## config.mk

```make
export PLATFORM = sky130hd
export DESIGN_NAME = ibo_cfg_regs
export DESIGN_NICKNAME = d
export VERILOG_FILES = /design/src/ibo_pkg.sv /design/src/ibo_cfg_regs.sv
export SDC_FILE = /design/constraint.sdc
export NUM_CORES = 1
export LEC_CHECK = 0
export ABC_AREA = 1
export BUFFER_PORTS_ARGS = -buffer_cell sky130_fd_sc_hd__clkbuf_2
export CELL_PAD_IN_SITES_DETAIL_PLACEMENT = 2
export CELL_PAD_IN_SITES_GLOBAL_PLACEMENT = 2
export CORE_MARGIN = 4
export CORE_UTILIZATION = 26
export CTS_CLUSTER_DIAMETER = 120
export DETAILED_ROUTE_END_ITERATION = 10
export PLACE_DENSITY_LB_ADDON = 0.08
export REMOVE_ABC_BUFFERS = 1
export SLEW_MARGIN = 20
export SYNTH_ARGS = -nofsm -noshare
export SYNTH_HDL_FRONTEND = slang
export SYNTH_SLANG_ARGS = --single-unit
```

## constraint.sdc

```tcl
create_clock -name i_clk -period 1.1 [get_ports i_clk]
set_input_delay 0.11 -clock i_clk [delete_from_list [all_inputs] [get_ports i_clk]]
set_output_delay 0.11 -clock i_clk [all_outputs]
set_load 0.01 [all_outputs]
```

## src/ibo_pkg.sv

```systemverilog
// shared constants, types and codes for the scaled int8 binary operation
package ibo_pkg;

    // fixed point format of the scale registers
    localparam int SCALE_FRAC_BITS = 16;
    localparam int SCALE_W         = 24;
    localparam int BYTE_W          = 8;

    // operand value after typing: s8 or u8 both fit in nine signed bits
    localparam int VAL_W  = BYTE_W + 1;
    // scaled operand
    localparam int PROD_W = VAL_W + SCALE_W;
    // product of two scaled operands
    localparam int MUL_W  = 2 * PROD_W;
    // sum, maximum or minimum of two scaled operands
    localparam int SUM_W  = PROD_W + 1;
    // accumulator at twice the fractional bits
    localparam int ACC_W  = ((MUL_W > SUM_W + SCALE_FRAC_BITS + 1) ?
                             MUL_W : (SUM_W + SCALE_FRAC_BITS + 1)) + 1;
    // integer part of the accumulator
    localparam int Q_W    = ACC_W - 2 * SCALE_FRAC_BITS;

    localparam int CFG_IDX_W = 3;

    // reset values of the scale registers
    localparam logic signed [SCALE_W-1:0] SCALE_ONE  = SCALE_W'(1 << SCALE_FRAC_BITS);
    localparam logic signed [SCALE_W-1:0] SCALE_ZERO = '0;

    typedef enum logic [1:0] {
        OP_ADD = 2'd0,
        OP_MUL = 2'd1,
        OP_MAX = 2'd2,
        OP_MIN = 2'd3
    } t_op;

    typedef enum logic [CFG_IDX_W-1:0] {
        CFG_OPERATION        = 3'd0,
        CFG_FIRST_IS_SIGNED  = 3'd1,
        CFG_SECOND_IS_SIGNED = 3'd2,
        CFG_FIRST_SCALE      = 3'd3,
        CFG_SECOND_SCALE     = 3'd4,
        CFG_SUM_SCALE        = 3'd5
    } t_cfg_idx;

    typedef struct packed {
        t_op                       operation;
        logic                      first_is_signed;
        logic                      second_is_signed;
        logic signed [SCALE_W-1:0] first_scale;
        logic signed [SCALE_W-1:0] second_scale;
        logic signed [SCALE_W-1:0] sum_scale;
    } t_cfg;

    // scaled terms handed from the multiplier stages to the rounding stages
    typedef struct packed {
        t_op                      operation;
        logic                     first_is_signed;
        logic signed [MUL_W-1:0]  product;
        logic signed [SUM_W-1:0]  combined;
        logic signed [PROD_W-1:0] prior_term;
    } t_terms;

endpackage

```

## src/ibo_cfg_regs.sv

```systemverilog
// configuration register file
module ibo_cfg_regs
    import ibo_pkg::*;
(
    input  logic                 i_clk,
    input  logic                 i_rst_n,
    input  logic                 i_cfg_valid,
    output logic                 o_cfg_ready,
    input  logic [CFG_IDX_W-1:0] i_cfg_index,
    input  logic [SCALE_W-1:0]   i_cfg_data,
    output t_cfg                 o_cfg
);

    t_cfg r_cfg;

    // register writes, unknown indexes ignored
    always_ff @(posedge i_clk) begin
        if (!i_rst_n) begin
            r_cfg.operation        <= OP_ADD;
            r_cfg.first_is_signed  <= 1'b0;
            r_cfg.second_is_signed <= 1'b0;
            r_cfg.first_scale      <= SCALE_ONE;
            r_cfg.second_scale     <= SCALE_ONE;
            r_cfg.sum_scale        <= SCALE_ZERO;
        end else if (i_cfg_valid) begin
            case (t_cfg_idx'(i_cfg_index))
                CFG_OPERATION:        r_cfg.operation        <= t_op'(i_cfg_data[1:0]);
                CFG_FIRST_IS_SIGNED:  r_cfg.first_is_signed  <= i_cfg_data[0];
                CFG_SECOND_IS_SIGNED: r_cfg.second_is_signed <= i_cfg_data[0];
                CFG_FIRST_SCALE:      r_cfg.first_scale      <= $signed(i_cfg_data);
                CFG_SECOND_SCALE:     r_cfg.second_scale     <= $signed(i_cfg_data);
                CFG_SUM_SCALE:        r_cfg.sum_scale        <= $signed(i_cfg_data);
                default: begin
                end
            endcase
        end
    end

    assign o_cfg_ready = 1'b1;
    assign o_cfg       = r_cfg;

endmodule

```

==> flow_summary.yaml <==
sta:
  postLayoutSetupSlackWorst_ns: 0.1385
  skew_ns: 0
  fin_crit_ns: 0.9615
  fmax_mhz: 1040
  period_share: 0.8741
  setup_viol: 0
  hold_viol_final: 0
  whs_ns: 0.03431
  drv_slew: 0
  rsz0062_at_grt: "false"
worst_hold_path:
  hold_path_class: "in2reg"
  worstHoldStart: "i_cfg_data[16]"
global_routing:
  antenna_found_initial: 0
  grt_pass1_vias: 3478
  grt_pass1_wl_um: 18390
  grt_max_degree: 77
  overflow: 0
  grt_use_total: 0.1645
floorplan:
  fp-row-count: 40
  fp.coreArea_um2: 11960
  dieArea_um2: 14030
  start_util: 0.2652
  io_pins: 107
  chipWidth_um: 118.5
  fp.dieH_um: 118.5
power:
  leakagePower_nw: 2.045
  p_total_w: 0.006338
  vdd_drop_max_v: 0.0004968
  p_per_area_nw_per_um2: 1512
clock_tree:
  clk_pin_slew_ns: 0.06
  ctsHoldBuffers: 0
  cts_resized: 0
  cts_buffer_depth: 2
  cts_tree: "yes"
  cts_made_buffers: 9
  cts_setup_buffers: 0
  clock_sinks: 76
  clock_latency_ns: 0.33
  h-tree-depth: 3
  clock-root-buffer: "clkbuf_16"
finish:
  area_growth_pct: 32.19
  final_util: 0.3505
  design_area_um2: 4193
  n_antenna_cell: 0
  drive_above_1_share: 0.2630
  finalNetCount: 586
  largest_register_ffs: 76
  fillCellCount: 1448
route:
  drt_iter0_markers: 91
  totalWireLength_um: 10920
  firstDrtPassIters: 4
  drc: 0
  wl_per_cell_um: 15.46
  vias: 3233
  vias_per_cell: 4.579
  antenna_left: 0
placement:
  portBuffers: 105
  placed_cell_area_um2: 3935
  gp_congestion: 0.7030
  post-dp-hpwl_um: 7800
  post-place-ws_ns: 0.009916
synthesis:
  ys_types: 18
  ys_warn_count: 0
  syn_area_um2: 3172
  synth_seq_cells: 76
  netlist.top_cell.by_area: "dfxtp_1"
  yosys-top-cells-area: "dfxtp_1 (48%), nor2_1 (18%), nand3_1 (12%)"
  synthCells: 451
  yosysSeqAreaShare: 0.4797
  synth_top_area_frac: 0.4797
  postSynthAreaPerCell_um2: 7.033
setup_path:
  critPathKind: "reg2out"
  critPathBufInv: 1
  start_kind: "register"
  crit_start: "o_cfg[57]$_SDFFE_PN0P_"
  worst_ep_arrival_time_ns: 0.85
  path_cells: "clkbuf_2"
  r2r-start: "o_cfg[73]$_SDFFE_PN0P_"
  end_kind: "output port"
  worst-path-max-fanout: 2
  path_delay_family: "flip-flops"
  critPathMaxStageDelay_ns: 0.36
  crit_required_ns: 0.99
  slowest_stage: "dfxtp_1"
status:
  status: "finished clean"
run:
  drv_cap: 0
[layer usage]
metal,global-route usage,vias to the layer above,part of all wire
li1,-,1600,-
met1,0.1986,1559,0.45
met2,0.2815,63,0.49
met3,0.04211,11,0.044
met4,0.06083,0,0.014
met5,0,-,0
[synth_stat cells]
master,count
o21ai_0,2
nor2_2,1
nand2_1,79
buf_1,7
a21oi_1,2
nor2_4,4
inv_2,3
nand3_1,76
nand2_4,1
inv_1,27
buf_4,7
nor2_1,149
conb_1,1
buf_6,9
nand2_2,1
clkbuf_1,1
dfxtp_1,76
buf_2,5
[cell families (layout without fill, tap and decap cells)]
kind of cell           Yosys count  in the layout  share of synthesized area
buffers and inverters           59            167                     0.1014
AND/OR/NAND/NOR                311            311                     0.4114
other                            1              1                   0.001182
AO/OA/AOI/OAI                    4              4                   0.006312
flip-flops                      76             76                     0.4797
[placed cells by master, fill, tap and decap left out]
cell type	count
inv_2	3
nor2_4	4
nor2_2	2
clkbuf_2	105
clkinv_2	3
a21oi_1	2
conb_1	1
inv_1	27
nand3_1	76
o21ai_0	2
clkbuf_8	1
clkbuf_16	9
nor2_1	148
buf_4	8
nand2_4	1
nand2_1	79
buf_12	10
dfxtp_1	76
clkbuf_1	1
nand2_2	1
[through the flow]
step	TNS, ns	cells
floorplan	-14.92	422
global placement	0	692
detailed placement	0	692
CTS	0	706
global route	0	706
finish	0	706
[report_power, final]
part	leakage [nW]	internal (W)	switching, W
sequential	0.618	0.00285	0.0000550
clock	0.131	0.00155	0.00112
combinational	1.30	0.000292	0.000470
[worst paths after layout]
check	depth (start not counted)	slack, ns	to
worst min-delay path	3	0.03	o_cfg[64]$_SDFFE_PN1P_
worst max register to register	2	0.49	o_cfg[73]$_SDFFE_PN0P_
worst max-delay path	1	0.14	o_cfg[57]
worst min register to register	2	0.48	o_cfg[64]$_SDFFE_PN1P_
[cell type report]
class | count | area (µm²) | share of cell area
clock inverter | 3 | 15.01 | 0.003581
inverter | 30 | 112.6 | 0.02686
sequential | 76 | 1521 | 0.3629
multi-input combinational | 316 | 1331 | 0.3175
tap | 147 | 183.9 | 0.04387
timing repair buffer | 123 | 785.8 | 0.1874
clock buffer | 11 | 242.7 | 0.05789
[worst reg2reg max path, delay by kind of cell (launching register included)]
family          cells  cell delay (ns)
flops               1             0.32
compound gates      1             0.12
simple gates        1             0.06
Note: power is estimated with default switching activity, not from simulation.
