File: src/ibo_pkg.sv
// shared constants, types and codes for the scaled int8 binary operation
package ibo_pkg;

    // fixed point format of the scale registers
    localparam int SCALE_FRAC_BITS = 16;
    localparam int SCALE_W         = 24;
    localparam int BYTE_W          = 8;

    // operand value after typing: s8 or u8 both fit in nine signed bits
    localparam int VAL_W  = BYTE_W + 1;
    // scaled operand
    localparam int PROD_W = VAL_W + SCALE_W;
    // product of two scaled operands
    localparam int MUL_W  = 2 * PROD_W;
    // sum, maximum or minimum of two scaled operands
    localparam int SUM_W  = PROD_W + 1;
    // accumulator at twice the fractional bits
    localparam int ACC_W  = ((MUL_W > SUM_W + SCALE_FRAC_BITS + 1) ?
                             MUL_W : (SUM_W + SCALE_FRAC_BITS + 1)) + 1;
    // integer part of the accumulator
    localparam int Q_W    = ACC_W - 2 * SCALE_FRAC_BITS;

    localparam int CFG_IDX_W = 3;

    // reset values of the scale registers
    localparam logic signed [SCALE_W-1:0] SCALE_ONE  = SCALE_W'(1 << SCALE_FRAC_BITS);
    localparam logic signed [SCALE_W-1:0] SCALE_ZERO = '0;

    typedef enum logic [1:0] {
        OP_ADD = 2'd0,
        OP_MUL = 2'd1,
        OP_MAX = 2'd2,
        OP_MIN = 2'd3
    } t_op;

    typedef enum logic [CFG_IDX_W-1:0] {
        CFG_OPERATION        = 3'd0,
        CFG_FIRST_IS_SIGNED  = 3'd1,
        CFG_SECOND_IS_SIGNED = 3'd2,
        CFG_FIRST_SCALE      = 3'd3,
        CFG_SECOND_SCALE     = 3'd4,
        CFG_SUM_SCALE        = 3'd5
    } t_cfg_idx;

    typedef struct packed {
        t_op                       operation;
        logic                      first_is_signed;
        logic                      second_is_signed;
        logic signed [SCALE_W-1:0] first_scale;
        logic signed [SCALE_W-1:0] second_scale;
        logic signed [SCALE_W-1:0] sum_scale;
    } t_cfg;

    // scaled terms handed from the multiplier stages to the rounding stages
    typedef struct packed {
        t_op                      operation;
        logic                     first_is_signed;
        logic signed [MUL_W-1:0]  product;
        logic signed [SUM_W-1:0]  combined;
        logic signed [PROD_W-1:0] prior_term;
    } t_terms;

endpackage

File: src/ibo_round.sv
// accumulate, round half to even and saturate (three register stages)
module ibo_round
    import ibo_pkg::*;
(
    input  logic              i_clk,
    input  logic              i_rst_n,
    input  logic              i_valid,
    output logic              o_ready,
    input  t_terms            i_terms,
    output logic              o_valid,
    input  logic              i_ready,
    output logic [BYTE_W-1:0] o_result_byte
);

    localparam int FB2 = 2 * SCALE_FRAC_BITS;

    logic                    r_v3;
    logic                    r_fs3;
    logic signed [ACC_W-1:0] r_acc;
    logic                    r_v4;
    logic                    r_fs4;
    logic signed [Q_W-1:0]   r_q;
    logic                    r_up;
    logic                    r_v5;
    logic [BYTE_W-1:0]       r_res;

    logic                    rdy3;
    logic                    rdy4;
    logic                    rdy5;
    logic signed [ACC_W-1:0] main_term;
    logic signed [ACC_W-1:0] prior_term;
    logic signed [ACC_W-1:0] n_acc;
    logic signed [Q_W-1:0]   n_q;
    logic                    n_up;
    logic signed [Q_W-1:0]   qr;
    logic signed [Q_W-1:0]   lo;
    logic signed [Q_W-1:0]   hi;
    logic [BYTE_W-1:0]       n_res;

    // stage ready chain
    assign rdy5    = !r_v5 || i_ready;
    assign rdy4    = !r_v4 || rdy5;
    assign rdy3    = !r_v3 || rdy4;
    assign o_ready = rdy3;

    // stage 3: bring all terms to double fractional bits and add
    always_comb begin
        if (i_terms.operation == OP_MUL) begin
            main_term = ACC_W'(i_terms.product);
        end else begin
            main_term = ACC_W'(i_terms.combined) <<< SCALE_FRAC_BITS;
        end
        prior_term = ACC_W'(i_terms.prior_term) <<< SCALE_FRAC_BITS;
        n_acc      = main_term + prior_term;
    end

    // stage 4: floor and the round up decision, ties go to even
    always_comb begin
        n_q  = $signed(r_acc[ACC_W-1:FB2]);
        n_up = r_acc[FB2-1] && ((|r_acc[FB2-2:0]) || r_acc[FB2]);
    end

    // stage 5: apply rounding and clamp to the result type
    always_comb begin
        qr = r_q + $signed({{(Q_W-1){1'b0}}, r_up});
        lo = r_fs4 ? Q_W'(-128) : Q_W'(0);
        hi = r_fs4 ? Q_W'(127)  : Q_W'(255);
        if (qr < lo) begin
            n_res = lo[BYTE_W-1:0];
        end else if (qr > hi) begin
            n_res = hi[BYTE_W-1:0];
        end else begin
            n_res = qr[BYTE_W-1:0];
        end
    end

    // valid bits
    always_ff @(posedge i_clk) begin
        if (!i_rst_n) begin
            r_v3 <= 1'b0;
            r_v4 <= 1'b0;
            r_v5 <= 1'b0;
        end else begin
            if (rdy3) begin
                r_v3 <= i_valid;
            end
            if (rdy4) begin
                r_v4 <= r_v3;
            end
            if (rdy5) begin
                r_v5 <= r_v4;
            end
        end
    end

    // payload registers
    always_ff @(posedge i_clk) begin
        if (rdy3) begin
            r_acc <= n_acc;
            r_fs3 <= i_terms.first_is_signed;
        end
        if (rdy4) begin
            r_q   <= n_q;
            r_up  <= n_up;
            r_fs4 <= r_fs3;
        end
        if (rdy5) begin
            r_res <= n_res;
        end
    end

    assign o_valid       = r_v5;
    assign o_result_byte = r_res;

    // a full accumulator stage moves on when rounding can take it
    a_s3_advance: assert property (@(posedge i_clk) disable iff (!i_rst_n)
        r_v3 && rdy4 |=> r_v4)
        else $error("accumulator transaction lost");

    // rounding stage holds while the output register is stalled
    a_s4_hold: assert property (@(posedge i_clk) disable iff (!i_rst_n)
        r_v4 && !rdy5 |=> r_v4 && $stable(r_q) && $stable(r_up))
        else $error("rounding stage changed under stall");

    // output register keeps its result until taken
    a_s5_hold: assert property (@(posedge i_clk) disable iff (!i_rst_n)
        r_v5 && !i_ready |=> r_v5 && $stable(r_res))
        else $error("result changed under stall");

endmodule

File: config.mk
export PLATFORM = sky130hd
export DESIGN_NAME = ibo_round
export DESIGN_NICKNAME = d
export VERILOG_FILES = /design/src/ibo_pkg.sv /design/src/ibo_round.sv
export SDC_FILE = /design/constraint.sdc
export NUM_CORES = 1
export LEC_CHECK = 0
export BUFFER_PORTS_ARGS = -buffer_cell sky130_fd_sc_hd__buf_2
export CAP_MARGIN = 20
export CORE_MARGIN = 3
export CORE_UTILIZATION = 35
export CTS_CLUSTER_DIAMETER = 60
export CTS_CLUSTER_SIZE = 30
export DETAILED_ROUTE_END_ITERATION = 12
export SLEW_MARGIN = 10
export SYNTH_ARGS = -nofsm -noshare
export SYNTH_HDL_FRONTEND = slang
export SYNTH_SLANG_ARGS = --single-unit
File: constraint.sdc
create_clock -name i_clk -period 5.8 [get_ports i_clk]
set_input_delay 0.58 -clock i_clk [delete_from_list [all_inputs] [get_ports i_clk]]
set_output_delay 0.58 -clock i_clk [all_outputs]
set_load 0.005 [all_outputs]
==> qor.csv <==
stage,metric,value,unit
setup_path,CP startpoint,r_q[0],
logic_synthesis,Mapped Area,8421,um^2
logic_synthesis,Synth top area share,0.4030,
die,Die W,161.1,um
route,Vias,6614,
place,placed cells,1318,
sta,FMAX,227.5,MHz
route,Post-Route WL,18270,um
setup_path,CP arrival,4.55,ns
sta,Slew @ Worst Pin,0.7849,ns
global_route,largest net degree at the start of global routing,66,
logic_synthesis,syn_area_per_cell,9.613,um^2
layout,share of cells above drive strength 1,0.1988,
power_and_ir_drop,Overall Power,3.213,mW
power_and_ir_drop,Psw,962.9,uW
layout,P&R area growth vs syn,20.18,%
setup_path,startpoint types,flip-flop,
job,max_cap viols,0,
worst_hold_path,worst hold path class,input pin to flip-flop,
logic_synthesis,library cells used by synthesis,68,
power_and_ir_drop,Peak VDD IR,0.0001648,V
sta,Clock Skew,0.007167,ns
clock_tree,"Reg clk slew, reported paths",0.06,ns
setup_path,reg2reg path depth,19,
layout,"Design Area, Final",10120,um^2
sta,Total Neg Setup Slack,0,ns
logic_synthesis,Yosys reg bits,116,
die,I/O pin cnt,150,
clock_tree,CTS tree,done,
clock_tree,hold-fix buffers at CTS,0,
logic_synthesis,Synth area leader,edfxtp_1,
clock_tree,clock root buffer,clkbuf_16,
route,First-pass DRT Iterations,6,
logic_synthesis,Synth area leaders,"edfxtp_1 40%, ha_1 12%, nand2_1 6.6%",
die,# rows,56,
sta,RSZ-0062 raised after global routing,no,
power_and_ir_drop,Clk pwr share,0.333,
route,vias per cell,4.892,
worst_hold_path,Hold Path Stages,1,
logic_synthesis,Post-synth top cells,"147 x nand2_1, 113 x edfxtp_1, 81 x ha_1",
setup_path,r2r setup slk,1.40,ns
route,Routed WL per cell,13.51,um
clock_tree,H-Tree Depth,4,
logic_synthesis,Main synth FF type,edfxtp_1,
die,Core Region,23540,um^2
route,DRC Markers,0,
route,remaining antenna violation count,0,
clock_tree,Resized Gates After CTS,0,
layout,nets,1240,
sta,final number of setup-violating endpoints,0,
power_and_ir_drop,Logic pwr share,0.259,
setup_path,Crit. End Element,flip-flop,
logic_synthesis,"count leader, synth",nand2_1,
logic_synthesis,Post-synth EDFFs,113,
setup_path,largest fanout on the critical path,9,
global_route,gr usage total,0.1436,
place,GP Congestion,0.8387,
die,die area,25960,um^2
power_and_ir_drop,static leakage,4.564,nW
setup_path,worst setup path endpoint,o_result_byte[7],
place,HPWL Detailed,14820,um
power_and_ir_drop,Sw Share,0.2997,
sta,Final Slew Violations,0,
sta,final hold violation count,0,
clock_tree,Num CTS Buffers,17,
global_route,vias in the first global route,6431,
clock_tree,clock sink total,116,
sta,Final Cycle Share,0.7580,
clock_tree,Setup Buffers After CTS,0,
sta,Rel. slew slack,0.4767,
route,Initial DRC Count,373,
power_and_ir_drop,sequential power share,0.409,
status,status,"finished, final reports clean",
logic_synthesis,"Seq/Total Area, Yosys",0.4101,
setup_path,Critical Path RT,5.96,ns
setup_path,R2R Path Start,r_q[0],
global_route,initial antenna violation count,2,
power_and_ir_drop,PD cells,317.5,nW/um^2
clock_tree,Clock Path Buffers,2,
logic_synthesis,Yosys warnings,0,
die,Die Height,161.1,um
die,initial core utilization,0.3577,
setup_path,CP Class,flip-flop to flip-flop,
place,Placed Area,9494,um^2
layout,final cell count without fillers,1352,
clock_tree,Worst-Skew Late Latency,0.41,ns
global_route,total gr overflow,0,
power_and_ir_drop,internal power,2.250,mW
place,I/O Buffers,149,
setup_path,reg2reg end,o_result_byte[7],
logic_synthesis,Syn Nets,1098,
global_route,global-route wire length before repair,30810,um
logic_synthesis,synthesized instance count,876,
sta,crit path time final,4.396,ns
logic_synthesis,asr flop ratio synth,0,
[layer usage]
metal	wire length [um]	up-vias	track usage
met5	0	-	0
met3	648	8	0.02821
met4	178	0	0.04067
met1	9155	2960	0.2033
met2	8287	135	0.2247
li1	-	3511	-
[registers in the layout (all words and copies together), names as in the netlist]
register       count
r_v3               1
r_fs4              1
o_result_byte      8
r_up               1
o_valid            1
r_q               35
r_acc             67
r_v4               1
r_fs3              1
[cells by family (layout without fill, tap and decap cells)]
logic type	after synthesis	in the layout	share of synthesized area
other	0	2	0
flip-flops	116	116	0.4101
buffers and inverters	50	205	0.02377
multiplexers	3	3	0.003863
AND/OR/NAND/NOR	326	326	0.1889
adder cells (fa/ha/maj)	82	82	0.1227
XOR/XNOR	77	77	0.08009
AO/OA/AOI/OAI	222	222	0.1706
[power by group through the flow]
stage	Sequential (mW)	Combinational (mW)	Clock, mW
floorplan	1.28	0.624	0
global placement	1.33	0.821	0
detailed placement	1.33	0.832	0
CTS	1.31	0.838	1.09
global route	1.34	0.953	1.14
finish	1.31	0.831	1.07
[cells in the final DEF, fill, tap and decap left out, types with 4 or more instances in the layout]
cell,netlist,routed
and3_1,17,17
clkinv_4,0,4
nand4_1,18,18
a21o_1,42,42
inv_1,19,19
ha_1,81,81
nor2b_1,14,13
o21a_1,15,15
nand3_1,27,26
and4_1,4,4
nor3_1,9,9
a31oi_1,7,7
xnor2_1,46,46
o211ai_1,4,4
nand2b_1,8,8
nor4_1,13,13
inv_6,0,5
o21ai_0,26,26
nand2_1,147,147
buf_4,0,5
a21oi_1,71,71
and2_1,19,19
buf_2,4,149
xor2_1,31,31
clkbuf_16,0,17
o21ai_1,16,16
nor2_1,38,38
edfxtp_1,113,113
o21bai_1,4,4
[metrics by stage]
| stage | hold WS (ns) | util | worst slack [ns] |
|---|---|---|---|
| finish | 0.3493 | 0.4298 | 1.404 |
| detailed placement | 0.4045 | 0.4033 | 1.181 |
| global placement | 0.4025 | 0.4033 | 1.306 |
| CTS | 0.3257 | 0.4296 | 1.335 |
| global route | 0.3310 | 0.4298 | 0.9046 |
| floorplan | 0.4003 | - | 1.763 |
[final cells by class]
type | instances | area (um^2)
Antenna cell | 2 | 5.005
Clock buffer | 17 | 425.4
Fill cell | 2329 | 13420
Clock inverter | 15 | 195.2
Sequential cell | 116 | 3453
Timing Repair Buffer | 154 | 783.3
Multi-Input combinational cell | 710 | 4787
Tap cell | 319 | 399.1
Inverter | 19 | 71.32
[worst min-delay path by stage]
stage,end,startpoint,slack (ns)
after floorplan,r_fs4,r_fs3,0.40
after global placement,r_q[3],r_acc[35],0.40
after detailed placement,r_q[21],r_acc[53],0.40
after CTS,r_fs3,i_terms[133],0.33
after global routing,r_fs3,i_terms[133],0.33
final,r_fs3,i_terms[133],0.35
[worst max-delay path, cell delays in order, from the launching register on]
cell and delay [ns]:
edfxtp_1 0.33, ha_1 0.16, ha_1 0.24, and4_1 0.29, nand3_1 0.28, nor3_4 0.34
and3_1 0.20, xor2_1 0.19, ha_1 0.27, a21oi_1 0.16, nor2b_1 0.06, o21ai_0 0.16
nand2b_1 0.07, a21oi_1 0.14, nor2_1 0.06, a2111oi_0 0.34, o21ai_0 0.19, a31oi_2 0.43
a211o_2 0.18, o21ai_2 0.05
Note: power is estimated with default switching activity, not from simulation.
